--- config.mk ---
export PLATFORM = sky130hd
export DESIGN_NAME = sliding_window_min_max_mean
export DESIGN_NICKNAME = d
export VERILOG_FILES = /design/src/hdl/swmmm_pkg.sv /design/src/hdl/sliding_window_min_max_mean.sv
export SDC_FILE = /design/constraint.sdc
export NUM_CORES = 1
export LEC_CHECK = 0
export BUFFER_PORTS_ARGS = -buffer_cell sky130_fd_sc_hd__buf_2
export CAP_MARGIN = 20
export CORE_UTILIZATION = 65
export CTS_BUF_LIST = sky130_fd_sc_hd__clkbuf_4
export DETAILED_ROUTE_END_ITERATION = 16
export PLACE_DENSITY = 0.92
export SLEW_MARGIN = 5
export SYNTH_ARGS = -nofsm -noshare
export SYNTH_HDL_FRONTEND = slang
export SYNTH_SLANG_ARGS = --single-unit
--- constraint.sdc ---
create_clock -name i_clk -period 7.7 [get_ports i_clk]
set_input_delay 1.54 -clock i_clk [delete_from_list [all_inputs] [get_ports i_clk]]
set_output_delay 1.54 -clock i_clk [all_outputs]
set_load 0.05 [all_outputs]
--- src/hdl/swmmm_pkg.sv ---
`default_nettype none
package swmmm_pkg;

    localparam int WINDOW_DEF      = 12;
    localparam int SAMPLE_BITS_DEF = 16;

    // Field widths on the ports
    localparam int FIELD_W  = 16;
    localparam int FILLED_W = 4;

    localparam int S_TDATA_W = FIELD_W;
    localparam int M_FIELDS_W = 3 * FIELD_W + FILLED_W;
    localparam int M_TDATA_W = ((M_FIELDS_W + 7) / 8) * 8;
    localparam int M_PAD_W   = M_TDATA_W - M_FIELDS_W;

endpackage
`default_nettype wire

--- src/hdl/sliding_window_min_max_mean.sv ---
`default_nettype none
// Channel   Dir  tdata fields (low bit up)                    Beat
// s_axis    in   sample[15:0]                                 one sample
// m_axis    out  highest[15:0] lowest[31:16] mean[47:32]       one result
//                filled[51:48], zero pad[55:52]
//
// One sample at a time: a new sample is taken only once the last result is built.
// The sum is SUM_W = SAMPLE_BITS + clog2(WINDOW + 1) bits wide.
// The walk reads the ring memory one entry per cycle on its single read port,
// then a restoring divider yields one quotient bit per cycle.
// Reset (synchronous, active low) empties the window; ring contents are not cleared.
// A result waiting in the output register does not block the next sample.
module sliding_window_min_max_mean
    import swmmm_pkg::*;
#(
    parameter int WINDOW      = WINDOW_DEF,
    parameter int SAMPLE_BITS = SAMPLE_BITS_DEF
) (
    input  wire logic                 i_clk,
    input  wire logic                 i_rst_n,
    input  wire logic                 i_s_tvalid,
    output logic                      o_s_tready,
    input  wire logic [S_TDATA_W-1:0] i_s_tdata,   // sample
    output logic                      o_m_tvalid,
    input  wire logic                 i_m_tready,
    output logic [M_TDATA_W-1:0]      o_m_tdata    // highest, lowest, mean, filled, pad
);

    localparam int CNT_W  = $clog2(WINDOW + 1);
    localparam int IDX_W  = (WINDOW > 1) ? $clog2(WINDOW) : 1;
    localparam int SUM_W  = SAMPLE_BITS + CNT_W;
    localparam int STEP_W = $clog2(SUM_W + 1);
    localparam int PAD_W  = (SAMPLE_BITS > FIELD_W) ? SAMPLE_BITS : FIELD_W;
    localparam int CPAD_W = (CNT_W > FILLED_W) ? CNT_W : FILLED_W;

    typedef enum logic [3:0] {
        S_IDLE = 4'b0001,
        S_SCAN = 4'b0010,
        S_DIV  = 4'b0100,
        S_FIN  = 4'b1000
    } t_state;

    logic [SAMPLE_BITS-1:0] r_mem [WINDOW];
    logic [SAMPLE_BITS-1:0] r_rd_data;

    t_state                 r_state, n_state;
    logic [IDX_W-1:0]       r_slot, n_slot;
    logic [CNT_W-1:0]       r_fill, n_fill;
    logic [CNT_W-1:0]       r_idx, n_idx;
    logic                   r_rd_vld, n_rd_vld;
    logic [SAMPLE_BITS-1:0] r_hi, n_hi;
    logic [SAMPLE_BITS-1:0] r_lo, n_lo;
    logic [SUM_W-1:0]       r_sum, n_sum;
    logic [SUM_W-1:0]       r_quo, n_quo;
    logic [CNT_W-1:0]       r_rem, n_rem;
    logic [STEP_W-1:0]      r_step, n_step;
    logic                   r_out_vld, n_out_vld;
    logic [M_TDATA_W-1:0]   r_out_data, n_out_data;

    logic                   s_acc;
    logic                   rd_en;
    logic [PAD_W-1:0]       in_pad;
    logic [SAMPLE_BITS-1:0] w_sample;
    logic [CNT_W:0]         trial;
    logic                   ge;
    logic [PAD_W-1:0]       hi_pad, lo_pad, mean_pad;
    logic [CPAD_W-1:0]      fill_pad;

    assign o_s_tready = (r_state == S_IDLE);
    assign s_acc      = i_s_tvalid && o_s_tready;
    assign in_pad     = PAD_W'(i_s_tdata);
    assign w_sample   = in_pad[SAMPLE_BITS-1:0];
    assign rd_en      = (r_state == S_SCAN) && (r_idx != r_fill);

    // Restoring divide step: bring down the next dividend bit
    assign trial = {r_rem, r_quo[SUM_W-1]};
    assign ge    = (trial >= {1'b0, r_fill});

    assign hi_pad   = PAD_W'(r_hi);
    assign lo_pad   = PAD_W'(r_lo);
    assign mean_pad = PAD_W'(r_quo[SAMPLE_BITS-1:0]);
    assign fill_pad = CPAD_W'(r_fill);

    always_ff @(posedge i_clk) begin
        if (s_acc) begin
            r_mem[r_slot] <= w_sample;
        end
        if (rd_en) begin
            r_rd_data <= r_mem[r_idx[IDX_W-1:0]];
        end
    end

    always_comb begin
        n_state    = r_state;
        n_slot     = r_slot;
        n_fill     = r_fill;
        n_idx      = r_idx;
        n_rd_vld   = 1'b0;
        n_hi       = r_hi;
        n_lo       = r_lo;
        n_sum      = r_sum;
        n_quo      = r_quo;
        n_rem      = r_rem;
        n_step     = r_step;
        n_out_vld  = r_out_vld && !i_m_tready;
        n_out_data = r_out_data;

        unique case (r_state)
            S_IDLE: begin
                if (s_acc) begin
                    n_slot = (r_slot == IDX_W'(WINDOW - 1)) ? '0 : r_slot + 1'b1;
                    if (r_fill != CNT_W'(WINDOW)) begin
                        n_fill = r_fill + 1'b1;
                    end
                    n_idx   = '0;
                    n_hi    = '0;
                    n_lo    = '1;
                    n_sum   = '0;
                    n_state = S_SCAN;
                end
            end
            S_SCAN: begin
                if (rd_en) begin
                    n_idx    = r_idx + 1'b1;
                    n_rd_vld = 1'b1;
                end
                if (r_rd_vld) begin
                    if (r_rd_data > r_hi) begin
                        n_hi = r_rd_data;
                    end
                    if (r_rd_data < r_lo) begin
                        n_lo = r_rd_data;
                    end
                    n_sum = r_sum + SUM_W'(r_rd_data);
                end else if (!rd_en) begin
                    // Walk drained: the sum is final
                    n_quo   = r_sum;
                    n_rem   = '0;
                    n_step  = STEP_W'(SUM_W);
                    n_state = S_DIV;
                end
            end
            S_DIV: begin
                n_rem  = ge ? CNT_W'(trial - {1'b0, r_fill}) : trial[CNT_W-1:0];
                n_quo  = {r_quo[SUM_W-2:0], ge};
                n_step = r_step - 1'b1;
                if (r_step == STEP_W'(1)) begin
                    n_state = S_FIN;
                end
            end
            S_FIN: begin
                // Hold until the output register is free
                if (!r_out_vld || i_m_tready) begin
                    n_out_vld  = 1'b1;
                    n_out_data = {{M_PAD_W{1'b0}}, fill_pad[FILLED_W-1:0],
                                  mean_pad[FIELD_W-1:0], lo_pad[FIELD_W-1:0],
                                  hi_pad[FIELD_W-1:0]};
                    n_state    = S_IDLE;
                end
            end
            default: begin
                n_state = S_IDLE;
            end
        endcase
    end

    always_ff @(posedge i_clk) begin
        if (!i_rst_n) begin
            r_state   <= S_IDLE;
            r_slot    <= '0;
            r_fill    <= '0;
            r_idx     <= '0;
            r_rd_vld  <= 1'b0;
            r_step    <= '0;
            r_out_vld <= 1'b0;
        end else begin
            r_state   <= n_state;
            r_slot    <= n_slot;
            r_fill    <= n_fill;
            r_idx     <= n_idx;
            r_rd_vld  <= n_rd_vld;
            r_step    <= n_step;
            r_out_vld <= n_out_vld;
        end
    end

    always_ff @(posedge i_clk) begin
        r_hi       <= n_hi;
        r_lo       <= n_lo;
        r_sum      <= n_sum;
        r_quo      <= n_quo;
        r_rem      <= n_rem;
        r_out_data <= n_out_data;
    end

    assign o_m_tvalid = r_out_vld;
    assign o_m_tdata  = r_out_data;

endmodule
`default_nettype wire

; Yosys cells after proc, flatten, opt, wreduce, memory -nomap -nowiden
; Memory sizes are Yosys's and may differ from the RTL's. A register that Yosys moved wholly into a read port is not among the register bits.
; Index checks and enable logic that the tools add are counted.
[op_classes]
shifts = 0
n_mux = 36
bitwise_logic = 0
n_eq_ne = 17
add_sub_neg = 6
n_lt_le_gt_ge = 3
div = 0
reduce_logical = 18
mul = 0
[op_table]
columns = cell, n
row1 = $mux W16, 6
row2 = $mux W20, 4
row3 = $pmux W20 S2, 2
row4 = $pmux W16 S2, 2
row5 = $mux W4, 11
row6 = $add A20 B16 Y20, 1
row7 = $gt A16 B16 Y1, 1
row8 = $lt A16 B16 Y1, 1
row9 = $pmux W4 S2, 2
row10 = $pmux W4 S4, 1
row11 = $add A4 B1 Y4 const B, 3
row12 = $ne A2 B2 Y1 const B, 6
row13 = $reduce_and A3 Y1, 4
row14 = $mux W5, 2
row15 = $pmux W5 S2, 1
row16 = $eq A4 B4 Y1 const B, 2
row17 = $reduce_and A4 Y1, 2
row18 = $ne A2 B1 Y1 const B, 3
row19 = $reduce_and A2 Y1, 3
row20 = $eq A5 B1 Y1 const B, 1
row21 = $ge A5 B4 Y1, 1
row22 = $mux W1, 5
row23 = $reduce_and A5 Y1, 1
row24 = $sub A5 B1 Y5 const B, 1
row25 = other kinds (10), 14
[totals]
latch_bits = 0
mem_bits_rw = 192
n_memories = 1
ff_bits = 151
output_inout_bits = 58
romBits = 0
[mem_list]
columns = name, depth, word_bits, rd, rd_ports_with_merged_regs, wr, line_no
row1 = r_mem, 12, 16, 1, 1, 1, sliding_window_min_max_mean.sv:43  ; logic [SAMPLE_BITS-1:0] r_mem [WINDOW];

; Depth between registers and ports, before layout
; Gate-level depths: netlist of the first run.
[depth]
ltp_word = 5
mapped_depth = 8
depth_no_buf = 8

; Worst setup path after synthesis of the first run
; Ideal clock, no wire load.
[synth_timing]
kind = input-to-reg
startpoint = input port i_m_tready
endpoint = register r_out_data[0] (netlist: o_m_tdata[0]), enable pin
required_time_ns = 7.232
t_arrival_ns = 3.929
path_stages = 2
setup_ns = 0.468
path_slack_ns = 3.302
path_buffers = 0
path_cell_list = nor2b_1 nor2b_1
[synth_between]
elab_chain_len = 2
[synth_rtl]
columns = item, line_no
row1 = from (decl), sliding_window_min_max_mean.sv:25  ; input wire logic i_m_tready,
row2 = $logic_or A1 B1 Y1, sliding_window_min_max_mean.sv:153  ; if (!r_out_vld || i_m_tready) begin
row3 = $reduce_and A2 Y1 (no source line), n/a
row4 = to (signal assigned), sliding_window_min_max_mean.sv:193  ; r_out_data <= n_out_data;
row5 = to (decl), sliding_window_min_max_mean.sv:58  ; logic [M_TDATA_W-1:0] r_out_data, n_out_data;
; No other way between the ends.
; A chain may end at the register's enable or synchronous reset.

; Final worst setup path of the first run
[layout_timing]
startpoint = register r_state[0]
endpoint = output port o_s_tready
[layout_between]
elab_chain_len = 1
[layout_rtl]
columns = item, line_no
row1 = from (decl), sliding_window_min_max_mean.sv:46  ; t_state r_state, n_state;
row2 = from (signal assigned), sliding_window_min_max_mean.sv:177  ; r_state <= n_state;
row3 = $eq A4 B1 Y1, sliding_window_min_max_mean.sv:69  ; assign o_s_tready = (r_state == S_IDLE);
row4 = to (decl), sliding_window_min_max_mean.sv:22  ; output logic o_s_tready,
; No other way between the ends.

==> results of run 1 <==
## stage by stage
| stage | utilization (%) | setup slack [ns] |
|---|---|---|
| 6_report | 75.26 | 4.257 |
| 5_1_grt | 75.26 | 4.164 |
| 4_1_cts | 74.82 | 4.235 |
| 3_5_place_dp | 70.31 | 4.453 |
| 3_3_place_gp | 70.31 | 4.592 |
| 2_1_floorplan | - | 3.302 |
## power groups by stage
stage                     clock [mW]  sequential, mW  combinational, mW
after detailed placement           0            2.28              0.275
after CTS                       1.49            2.23              0.278
after global routing            1.60            2.24              0.312
after floorplan                    0            2.26              0.196
final                           1.47            2.24              0.284
after global placement             0            2.27              0.263
## cells in the final DEF, fill, tap and decap left out, drive strengths merged, types with 18 or more instances in the layout
cell type / Yosys / layout
mux4: 48 / 48
edfxtp: 336 / 336
nand2b: 21 / 21
nand2: 106 / 106
and2: 29 / 29
ha: 60 / 60
nor2: 44 / 44
inv: 47 / 49
buf: 16 / 94
dfxtp: 23 / 23
clkbuf: 25 / 121
o21ai: 38 / 38
a21o: 18 / 18
mux2i: 20 / 20
## kinds of logic (layout without fill, tap and decap cells)
logic type,Yosys count,count (layout)
simple gates,263,263
flops,359,359
xor+xnor,25,25
other cells,1,5
fa+ha+maj,62,62
compound gates,118,118
mux,68,68
buf+inv,88,282
## worst reg2reg max path: stages, from the launching register on
cell and delay (ns):
sky130_fd_sc_hd__dfxtp_1 0.51, sky130_fd_sc_hd__nor4b_4 0.53, sky130_fd_sc_hd__buf_4 0.41, sky130_fd_sc_hd__nand2_1 0.19, sky130_fd_sc_hd__a211oi_1 0.33, sky130_fd_sc_hd__o21ai_0 0.14
sky130_fd_sc_hd__nand3_1 0.61
## final cells by class
type | instances | area, sq um | share of cell area [%]
diodes | 1 | 2.502 | 0.01455
clock buffers | 121 | 908.4 | 5.283
clock inverters | 20 | 123.9 | 0.7204
inverters | 47 | 176.4 | 1.026
multi-input cells | 540 | 4447 | 25.86
flip-flops and latches | 359 | 10560 | 61.38
well taps | 313 | 391.6 | 2.278
repair buffers | 94 | 590.6 | 3.434
## synth_stat cells, types with 15 or more instances
library cell / instances
sky130_fd_sc_hd__nor3_1: 16
sky130_fd_sc_hd__ha_1: 60
sky130_fd_sc_hd__nand2_1: 105
sky130_fd_sc_hd__and2_1: 29
sky130_fd_sc_hd__dfxtp_1: 23
sky130_fd_sc_hd__nand2b_1: 21
sky130_fd_sc_hd__mux4_2: 48
sky130_fd_sc_hd__edfxtp_1: 336
sky130_fd_sc_hd__a21oi_1: 15
sky130_fd_sc_hd__a21o_1: 18
sky130_fd_sc_hd__mux2i_1: 20
sky130_fd_sc_hd__o21ai_0: 36
sky130_fd_sc_hd__nor2_1: 43
sky130_fd_sc_hd__clkbuf_1: 25
sky130_fd_sc_hd__xor2_1: 15
sky130_fd_sc_hd__inv_1: 47
## sequential cells by signal, summed over array words and instances (netlist names), 5 cells and up
register,cells
r_sum,20
o_m_tdata,52
lo_pad,16
hi_pad,16
r_rd_data,16
r_mem,192
r_step,5
r_quo,20
## metal layers
layer  wire length (um)  GRT usage (%)
met5                  0              0
met4               1318          15.59
met1              11980          32.05
met3               1875          5.125
met2              16210          46.74
## path summary, 6_finish.rpt
path                            startpoint            end  slack [ns]  cells after the start
worst max-delay path            r_state[0]     o_s_tready        4.26                      2
worst min-delay path              r_quo[8]  o_m_tdata[40]        0.44                      0
worst max register to register  r_state[1]      lo_pad[2]        4.59                      6
worst min register to register    r_quo[8]  o_m_tdata[40]        0.44                      0
==> flow_summary.ini, run 1 <==
[outcome]
run_status = finished clean

[timing]
highest_clock_frequency_the_design_can_meet_ghz = 0.2904
rsz_0062_raised_after_global_routing = no
timing.clock.skew_ns = 0.05694
period_share_pct = 44.71
relSlewSlack_pct = 30.54
timing.final.crit_period_ns = 3.443
max_slew.worst_pin.slew_ns = 1.039
finalHoldWorstSlack_ns = 0.4365
final_hold_viol_count = 0
finalSetupTns_ns = 0
report.final.slew_viol_count = 0
setup_viol = 0

[die]
die_w_um = 155.5
core.rowCount = 55
io_pins = 78
initial_utilization_pct = 67.02
die_area_sq_um = 24170
floorplan.die.height_um = 155.5
placeableCoreArea_sq_um = 22850

[logic_synthesis]
synth.yosys.seq_area_share_pct = 68.91
netlist_instances = 984
synth_top_family_by_area = simple AND/OR/NAND/NOR gates
synth_enable_flop_cells = 336
ys_warn_count = 0
synth_simple_gate_area_share_pct = 8.507
synth_compound_area_share_pct = 5.271
postSynthAreaPerCell_sq_um = 15.56
synth-adder-area-share_pct = 5.165
post_synth_mux_area_share_pct = 8.368
ys_ff_latch = 359
synthFlopType = sky130_fd_sc_hd__edfxtp_1
distinct_cell_type_count_after_synthesis = 61
ys_top_cells_by_area = sky130_fd_sc_hd__edfxtp_1 (66%), sky130_fd_sc_hd__mux4_2 (7.1%), sky130_fd_sc_hd__ha_1 (4.9%)
synthArstFlopShare_pct = 0
synthesis.area_sq_um = 15310
netlist.area_leader.share_pct = 65.90
yosys.area_share.xor_xnor_pct = 1.430
netlist.top_cell.by_area = sky130_fd_sc_hd__edfxtp_1

[critical_path]
required_time_at_the_endpoint_of_the_critical_path_ns = 6.16
setup.worst_path.start_class = flop
crit_path_cell_trace = nor4b_4, buf_2
worstPathMaxFanout = 5
path_class = flop to output pin
cp_num_buf_inv = 1
max_stage_delay_ns = 0.47
cp.arrival_ns = 1.90
crit_path_top_delay_cell = sky130_fd_sc_hd__dfxtp_1
critical_path.top_delay_family = flip-flops
critical_path.endpoint_type = output pin

[grt]
grt.total_usage_pct = 27.10
grt_pass1_vias = 9136
overflow = 0
grt_pass1_wl_um = 48520
number_of_antenna_violations_at_the_first_check_in_global_routing = 1
grt_max_degree = 54

[power_and_ir_drop]
clock_power_share_pct = 36.9
internal_power_mw = 3.056
power_switching_mw = 0.9364
swShare_pct = 23.46
ir_drop_v = 0.0001863
total_leakage_power_nw = 6.256
total_power_mw = 3.992
p_comb_share_pct = 7.1
power_density_nw_per_um2 = 232.2
p_seq_share_pct = 56.0

[clock_network]
clkTransAtPathRegs_ns = 0.07
ctsResizeCount = 0
clock_network_latency_to_the_later_pin_of_the_worst_skew_pair_ns = 0.72
tritoncts_clock_tree = built
clock_sinks = 359
ctsRootBufferMaster = sky130_fd_sc_hd__clkbuf_4
cts_hold_repair.buffers = 0
cts_buffers = 86
post_cts.repair.setup_buffers = 0
cts-htree-levels = 3
cts_buffer_depth = 3

[drt]
antenna_left = 0
remaining_drc_errors = 0
wire_length_per_cell_after_detailed_routing_um = 20.99
tritonroute_pass_1_iters = 5
dr_total_vias = 8868
routed_wl_um = 31380
detail_route.vias_per_cell = 5.932
drt_first_iter_violations = 746

[final_layout]
nFillCells = 1348
layout_cells_sized_above_1_pct = 24.64
area_growth_pct = 12.31
finalNonFillerCells = 1495
design_area_sq_um = 17200
finish.net_count = 1210

[placed_design]
dpl_cell_area_sq_um = 16060
dp_hpwl_um = 20730
final_gp_congestion = 0.9219
buffer_ports.inserted = 73
count_of_placed_standard_cells_including_taps = 1349

[run]
cap_violations = 0

[worst_hold_path]
hold_path_class = flop to flop
Note: power is estimated with default switching activity, not from simulation.
==> inputs of run 2 (changes only) <==
ABC_AREA = 1   (was default)
CORE_UTILIZATION = 64   (was 65)
PLACE_DENSITY = 0.91   (was 0.92)
clock period = 3.3 ns   (was 7.7 ns; I/O delays follow)
==> flow_summary.ini, run 2 <==
[outcome]
run_status = finished clean

[placed_design]
buffer_ports.inserted = 73
count_of_placed_standard_cells_including_taps = 1764
dp_hpwl_um = 22460
place_ws_ns = 0.7115
final_gp_congestion = 0.9857

[critical_path]
crit_path_frequent_cell = sky130_fd_sc_hd__nor2_1
max_stage_delay_ns = 0.54
required_time_at_the_endpoint_of_the_critical_path_ns = 3.59
crit_path_cell_trace = inv_1, nor2_1, nand2_4, inv_6, nand2_4, nor2_1, o21ai_0, nor2_1, nand2_1, nand2_1
worstPathMaxFanout = 37
cp.arrival_ns = 2.97
regToRegSetupSlack_ns = 0.63
path_class = flop to flop
worst_r2r_startpoint = r_state[1]
setup.worst_path.start_class = flop
crit_path_top_delay_cell = sky130_fd_sc_hd__nand2_1
worstReg2RegEnd = lo_pad[3]
worst_r2r_path_depth = 10
critical_path.endpoint_type = flop
critical_path.top_delay_family = simple AND/OR/NAND/NOR gates
cp_num_buf_inv = 2

[final_layout]
layout_cells_sized_above_1_pct = 16.80
finalNonFillerCells = 1920
top_register = r_mem
final_core_util_pct = 72.82
mostFrequentLayoutCell = sky130_fd_sc_hd__edfxtp_1
layout_common_cells = sky130_fd_sc_hd__edfxtp_1 (336), sky130_fd_sc_hd__nand2_1 (240), sky130_fd_sc_hd__nor2_1 (184)
largest_register_ffs = 192
finish.net_count = 1611
area_growth_pct = 11.92

[run]
cap_violations = 0

[drt]
routed_wl_um = 34750
detail_route.vias_per_cell = 5.812
drt_first_iter_violations = 1167
antenna_left = 0
remaining_drc_errors = 0
dr_total_vias = 11160
wire_length_per_cell_after_detailed_routing_um = 18.10
tritonroute_pass_1_iters = 6

[die]
floorplan.die.height_um = 159.0
initial_utilization_pct = 65.07
core.rowCount = 57
placeableCoreArea_sq_um = 24250
die_w_um = 159.0
die_area_sq_um = 25280
io_pins = 78

[timing]
timing.final.crit_period_ns = 2.671
timing.clock.skew_ns = 0.07882
rsz_0062_raised_after_global_routing = no
setup_viol = 0
final_hold_viol_count = 0
highest_clock_frequency_the_design_can_meet_ghz = 0.3744
relSlewSlack_pct = 41.71
finalSetupTns_ns = 0
report.final.slew_viol_count = 0
setup_slack_ns = 0.6290
max_slew.worst_pin.slew_ns = 0.8734
period_share_pct = 80.94

[logic_synthesis]
ys_ff_latch = 359
ys_warn_count = 0
most_common_cell_in_the_netlist = sky130_fd_sc_hd__edfxtp_1
netlist.top_cell.by_area = sky130_fd_sc_hd__edfxtp_1
netlist_instances = 1393
netlist.area_leader.share_pct = 63.95
synth.yosys.seq_area_share_pct = 66.87
synthArstFlopShare_pct = 0
distinct_cell_type_count_after_synthesis = 47
post_synth_most_frequent_cells = sky130_fd_sc_hd__edfxtp_1 (336), sky130_fd_sc_hd__nand2_1 (240), sky130_fd_sc_hd__nor2_1 (185)
postSynthAreaPerCell_sq_um = 11.33
synthFlopType = sky130_fd_sc_hd__edfxtp_1
synthesis.area_sq_um = 15780
ys_top_cells_by_area = sky130_fd_sc_hd__edfxtp_1 (64%), sky130_fd_sc_hd__nand2_1 (5.7%), sky130_fd_sc_hd__ha_1 (4.8%)
synth_enable_flop_cells = 336

[worst_hold_path]
min_delay_path_depth = 1
timing.hold.worst.start = i_s_tdata[13]
hold_path_class = primary input to flop
min_delay_worst_endpoint = r_mem[1][13]

[grt]
grt_pass1_wl_um = 55040
number_of_antenna_violations_at_the_first_check_in_global_routing = 2
busiest_layer = met2
globalRouteMet1Util_pct = 33.43
overflow = 0
grt.met2_usage_pct = 48.44
grt_max_degree = 103
grt.total_usage_pct = 28.16
grt_pass1_vias = 11180
met3_usage_pct = 5.236

[clock_network]
cts_buffer_depth = 3
cts_hold_repair.buffers = 0
ctsRootBufferMaster = sky130_fd_sc_hd__clkbuf_4
clock_network_latency_to_the_later_pin_of_the_worst_skew_pair_ns = 0.74
cts_buffers = 87
ctsResizeCount = 0
post_cts.repair.setup_buffers = 0
cts-htree-levels = 3
clkTransAtPathRegs_ns = 0.07
clock_sinks = 359
tritoncts_clock_tree = built

[power_and_ir_drop]
ir_drop_v = 0.0004882
power_density_nw_per_um2 = 529.9
total_power_mw = 9.357
total_leakage_power_nw = 7.012
run 2: final cells by class:
cell class,instances,area (sq um)
Clock inverter,31,162.7
Timing Repair Buffer,100,593.1
Sequential cell,359,10550
Tap cell,324,405.4
Antenna cell,1,2.502
Fill cell,1575,6590
Clock buffer,124,930.9
Multi-Input combinational cell,849,4511
Inverter,132,500.5
run 2: cell families after synthesis:
logic type	share of synthesized area, %
flops	66.87
buf+inv	4.948
fa+ha+maj	5.012
compound gates	9.144
xor+xnor	0.3886
other cells	0.02377
simple gates	13.62
run 2: how the worst max path moves through the flow:
stage                     startpoint  cells past startpoint          end  slack (ns)
after CTS                 r_state[1]                     10    lo_pad[3]        0.65
final                     r_state[1]                     10    lo_pad[3]        0.63
after floorplan           i_s_tvalid                      4  r_mem[4][0]        0.64
after global routing      r_state[1]                     10    lo_pad[3]        0.43
after global placement    r_state[1]                     10    lo_pad[6]        0.82
after detailed placement  r_state[1]                     10    lo_pad[3]        0.71
run 2: stage by stage:
step                hold slack [ns]  instance area (sq um)
floorplan                    0.4029                  15790
global placement             0.4315                  16560
detailed placement           0.4342                  16560
CTS                          0.2178                  17660
global route                 0.2171                  17660
finish                       0.2535                  17660
run 2: per-layer routing:
layer	wire length [um]	vias to the layer above	part of all wire [%]
met5	13	-	0.037
met4	1542	2	4.4
met1	12760	5231	37
met2	17600	624	51
li1	-	5172	-
met3	2831	130	8.1
run 2: worst register-to-register path, stage by stage (launching register included):
cell and delay (ns):
sky130_fd_sc_hd__dfxtp_1 0.37, sky130_fd_sc_hd__inv_1 0.11, sky130_fd_sc_hd__nor2_1 0.20, sky130_fd_sc_hd__nand2_4 0.23, sky130_fd_sc_hd__inv_6 0.33, sky130_fd_sc_hd__nand2_4 0.13, sky130_fd_sc_hd__nor2_1 0.10, sky130_fd_sc_hd__o21ai_0 0.10
sky130_fd_sc_hd__nor2_1 0.09, sky130_fd_sc_hd__nand2_1 0.06, sky130_fd_sc_hd__nand2_1 0.54
run 2: power breakdown:
part / leakage, nW / total (mW) / switching [mW] / internal, mW
registers: 3.21 / 5.19 / 0.0762 / 5.11
clock network: 0.642 / 3.51 / 1.75 / 1.76
logic: 3.16 / 0.656 / 0.469 / 0.187
total: 7.01 / 9.36 / 2.30 / 7.06
==> inputs of run 3 (changes only) <==
CORE_UTILIZATION = 57   (was 64)
PLACE_DENSITY = 0.86   (was 0.91)
clock period = 2.3 ns   (was 3.3 ns; I/O delays follow)
==> flow_summary.ini, run 3 (synthesized netlist as in run 2, its figures left out) <==
[outcome]
run_status = finished clean

[placed_design]
place_ws_ns = 0.2199
dpl_cell_area_sq_um = 16900
final_gp_congestion = 0.9424
dp_hpwl_um = 22710
buffer_ports.inserted = 73

[final_layout]
finish.net_count = 1635
layout_cells_sized_above_1_pct = 17.62
area_growth_pct = 14.88
design_area_sq_um = 18130
mostFrequentLayoutCell = sky130_fd_sc_hd__edfxtp_1
largest_register_ffs = 192
top_register = r_mem
layout_common_cells = sky130_fd_sc_hd__edfxtp_1 (336), sky130_fd_sc_hd__nand2_1 (240), sky130_fd_sc_hd__nor2_1 (184)

[critical_path]
required_time_at_the_endpoint_of_the_critical_path_ns = 1.84
critical_path.top_delay_family = flip-flops
crit_path_top_delay_cell = sky130_fd_sc_hd__dfxtp_1
max_stage_delay_ns = 0.38
worst_r2r_startpoint = r_rd_data[15]
cp_num_buf_inv = 2
crit_path_cell_trace = nor2_4, nand3_1, inv_1, clkbuf_4
setup.worst_path.start_class = flop
critical_path.endpoint_type = output pin
setup.worst_path.start = r_state[3]
path_class = flop to output pin
worstPathMaxFanout = 4
regToRegSetupSlack_ns = 0.19
cp.arrival_ns = 1.72

[die]
floorplan.die.height_um = 168.4
placeableCoreArea_sq_um = 27030
die_w_um = 168.4
initial_utilization_pct = 58.38
io_pins = 78
core.rowCount = 60
die_area_sq_um = 28350

[grt]
grt_max_degree = 88
overflow = 0
grt_pass1_vias = 11050
grt.total_usage_pct = 25.40
grt_pass1_wl_um = 55240
number_of_antenna_violations_at_the_first_check_in_global_routing = 2

[drt]
antenna_left = 0
drt_first_iter_violations = 1007
dr_total_vias = 11150
remaining_drc_errors = 0
tritonroute_pass_1_iters = 5
wire_length_per_cell_after_detailed_routing_um = 17.88
detail_route.vias_per_cell = 5.654
routed_wl_um = 35250

[timing]
rsz_0062_raised_after_global_routing = no
timing.clock.skew_ns = 0.07737
timing.final.crit_period_ns = 2.177
relSlewSlack_pct = 59.78
highest_clock_frequency_the_design_can_meet_ghz = 0.4594
final_hold_viol_count = 0
setup_viol = 0
report.final.slew_viol_count = 0
setup_slack_ns = 0.1231
period_share_pct = 94.65
max_slew.worst_pin.slew_ns = 0.6027

[power_and_ir_drop]
power_density_nw_per_um2 = 754.4
total_leakage_power_nw = 7.197
ir_drop_v = 0.0006319

[clock_network]
clock_network_latency_to_the_later_pin_of_the_worst_skew_pair_ns = 0.75
cts_buffer_depth = 3
clkTransAtPathRegs_ns = 0.07
ctsRootBufferMaster = sky130_fd_sc_hd__clkbuf_4
clock_sinks = 359
cts_buffers = 89
cts-htree-levels = 3
post_cts.repair.setup_buffers = 0
tritoncts_clock_tree = built

[run]
cap_violations = 0

[worst_hold_path]
hold_path_class = primary input to flop
timing.hold.worst.start = i_s_tdata[0]
==> run 3: cell count changes in the layout (fill, tap and decap cells not counted), sizes merged <==
cell / delta
buf: +15
clkbuf: +2
clkinv: +13
clkinvlp: -2
diode: +1
dlygate4sd3: +6
==> run 3: final timing paths <==
check                        to  cells past startpoint
setup / recovery     o_s_tready                      4
hold / removal      r_mem[7][0]                      1
setup reg to reg      hi_pad[1]                      8
hold reg to reg   o_m_tdata[45]                      0
==> run 3: per-layer routing <==
| layer | global-route usage (%) | part of all wire [%] | vias to the layer above |
|---|---|---|---|
| met4 | 12.06 | 3.1 | 0 |
| met3 | 6.159 | 8.4 | 92 |
| met2 | 43.39 | 50 | 521 |
| met5 | 0 | 0 | - |
| li1 | - | - | 5240 |
| met1 | 30.34 | 38 | 5296 |
==> run 3: final cells by class <==
type | count | area (sq um)
diodes | 2 | 5.005
fillers | 1914 | 8900
inverters | 132 | 500.5
clock inverters | 42 | 216.5
repair buffers | 122 | 975.9
well taps | 341 | 426.7
clock buffers | 125 | 938.4
multi-input cells | 849 | 4511
flip-flops and latches | 359 | 10550
==> run 3: report_power, final <==
part           total (mW)  internal, mW  switching, mW
combinational        1.01         0.319          0.687
clock                5.25          2.58           2.66
sequential           7.42          7.33         0.0932
==> run 3: worst register-to-register path: stages (launching register included) <==
cell and delay (ns):
sky130_fd_sc_hd__edfxtp_1 0.51, sky130_fd_sc_hd__ha_1 0.38, sky130_fd_sc_hd__nand4_1 0.13, sky130_fd_sc_hd__nor3_1 0.31
sky130_fd_sc_hd__nand2_1 0.10, sky130_fd_sc_hd__nand2_1 0.06, sky130_fd_sc_hd__nand2_1 0.05, sky130_fd_sc_hd__nand2_1 0.08
sky130_fd_sc_hd__buf_4 0.19
==> run 3: what timing repair did <==
item / CTS / global route
gates resized for setup: 0 / 1
endpoints found under the setup margin: 0 / 1
hold buffers: 6 / 0
hold endpoints to repair: 33 / 0
==> run 3: stage by stage <==
stage | utilization (%) | TNS [ns] | instances | total power, mW | hold slack [ns]
2_1_floorplan | - | -25.22 | 1396 | 8.161 | 0.4029
3_3_place_gp | 62.55 | 0 | 1797 | 8.498 | 0.4338
3_5_place_dp | 62.55 | 0 | 1797 | 8.542 | 0.4338
4_1_cts | 67.04 | 0 | 1970 | 13.75 | 0.006662
5_1_grt | 67.06 | 0 | 1971 | 14.22 | 0.01405
6_report | 67.07 | 0 | 1972 | 13.67 | 0.04883
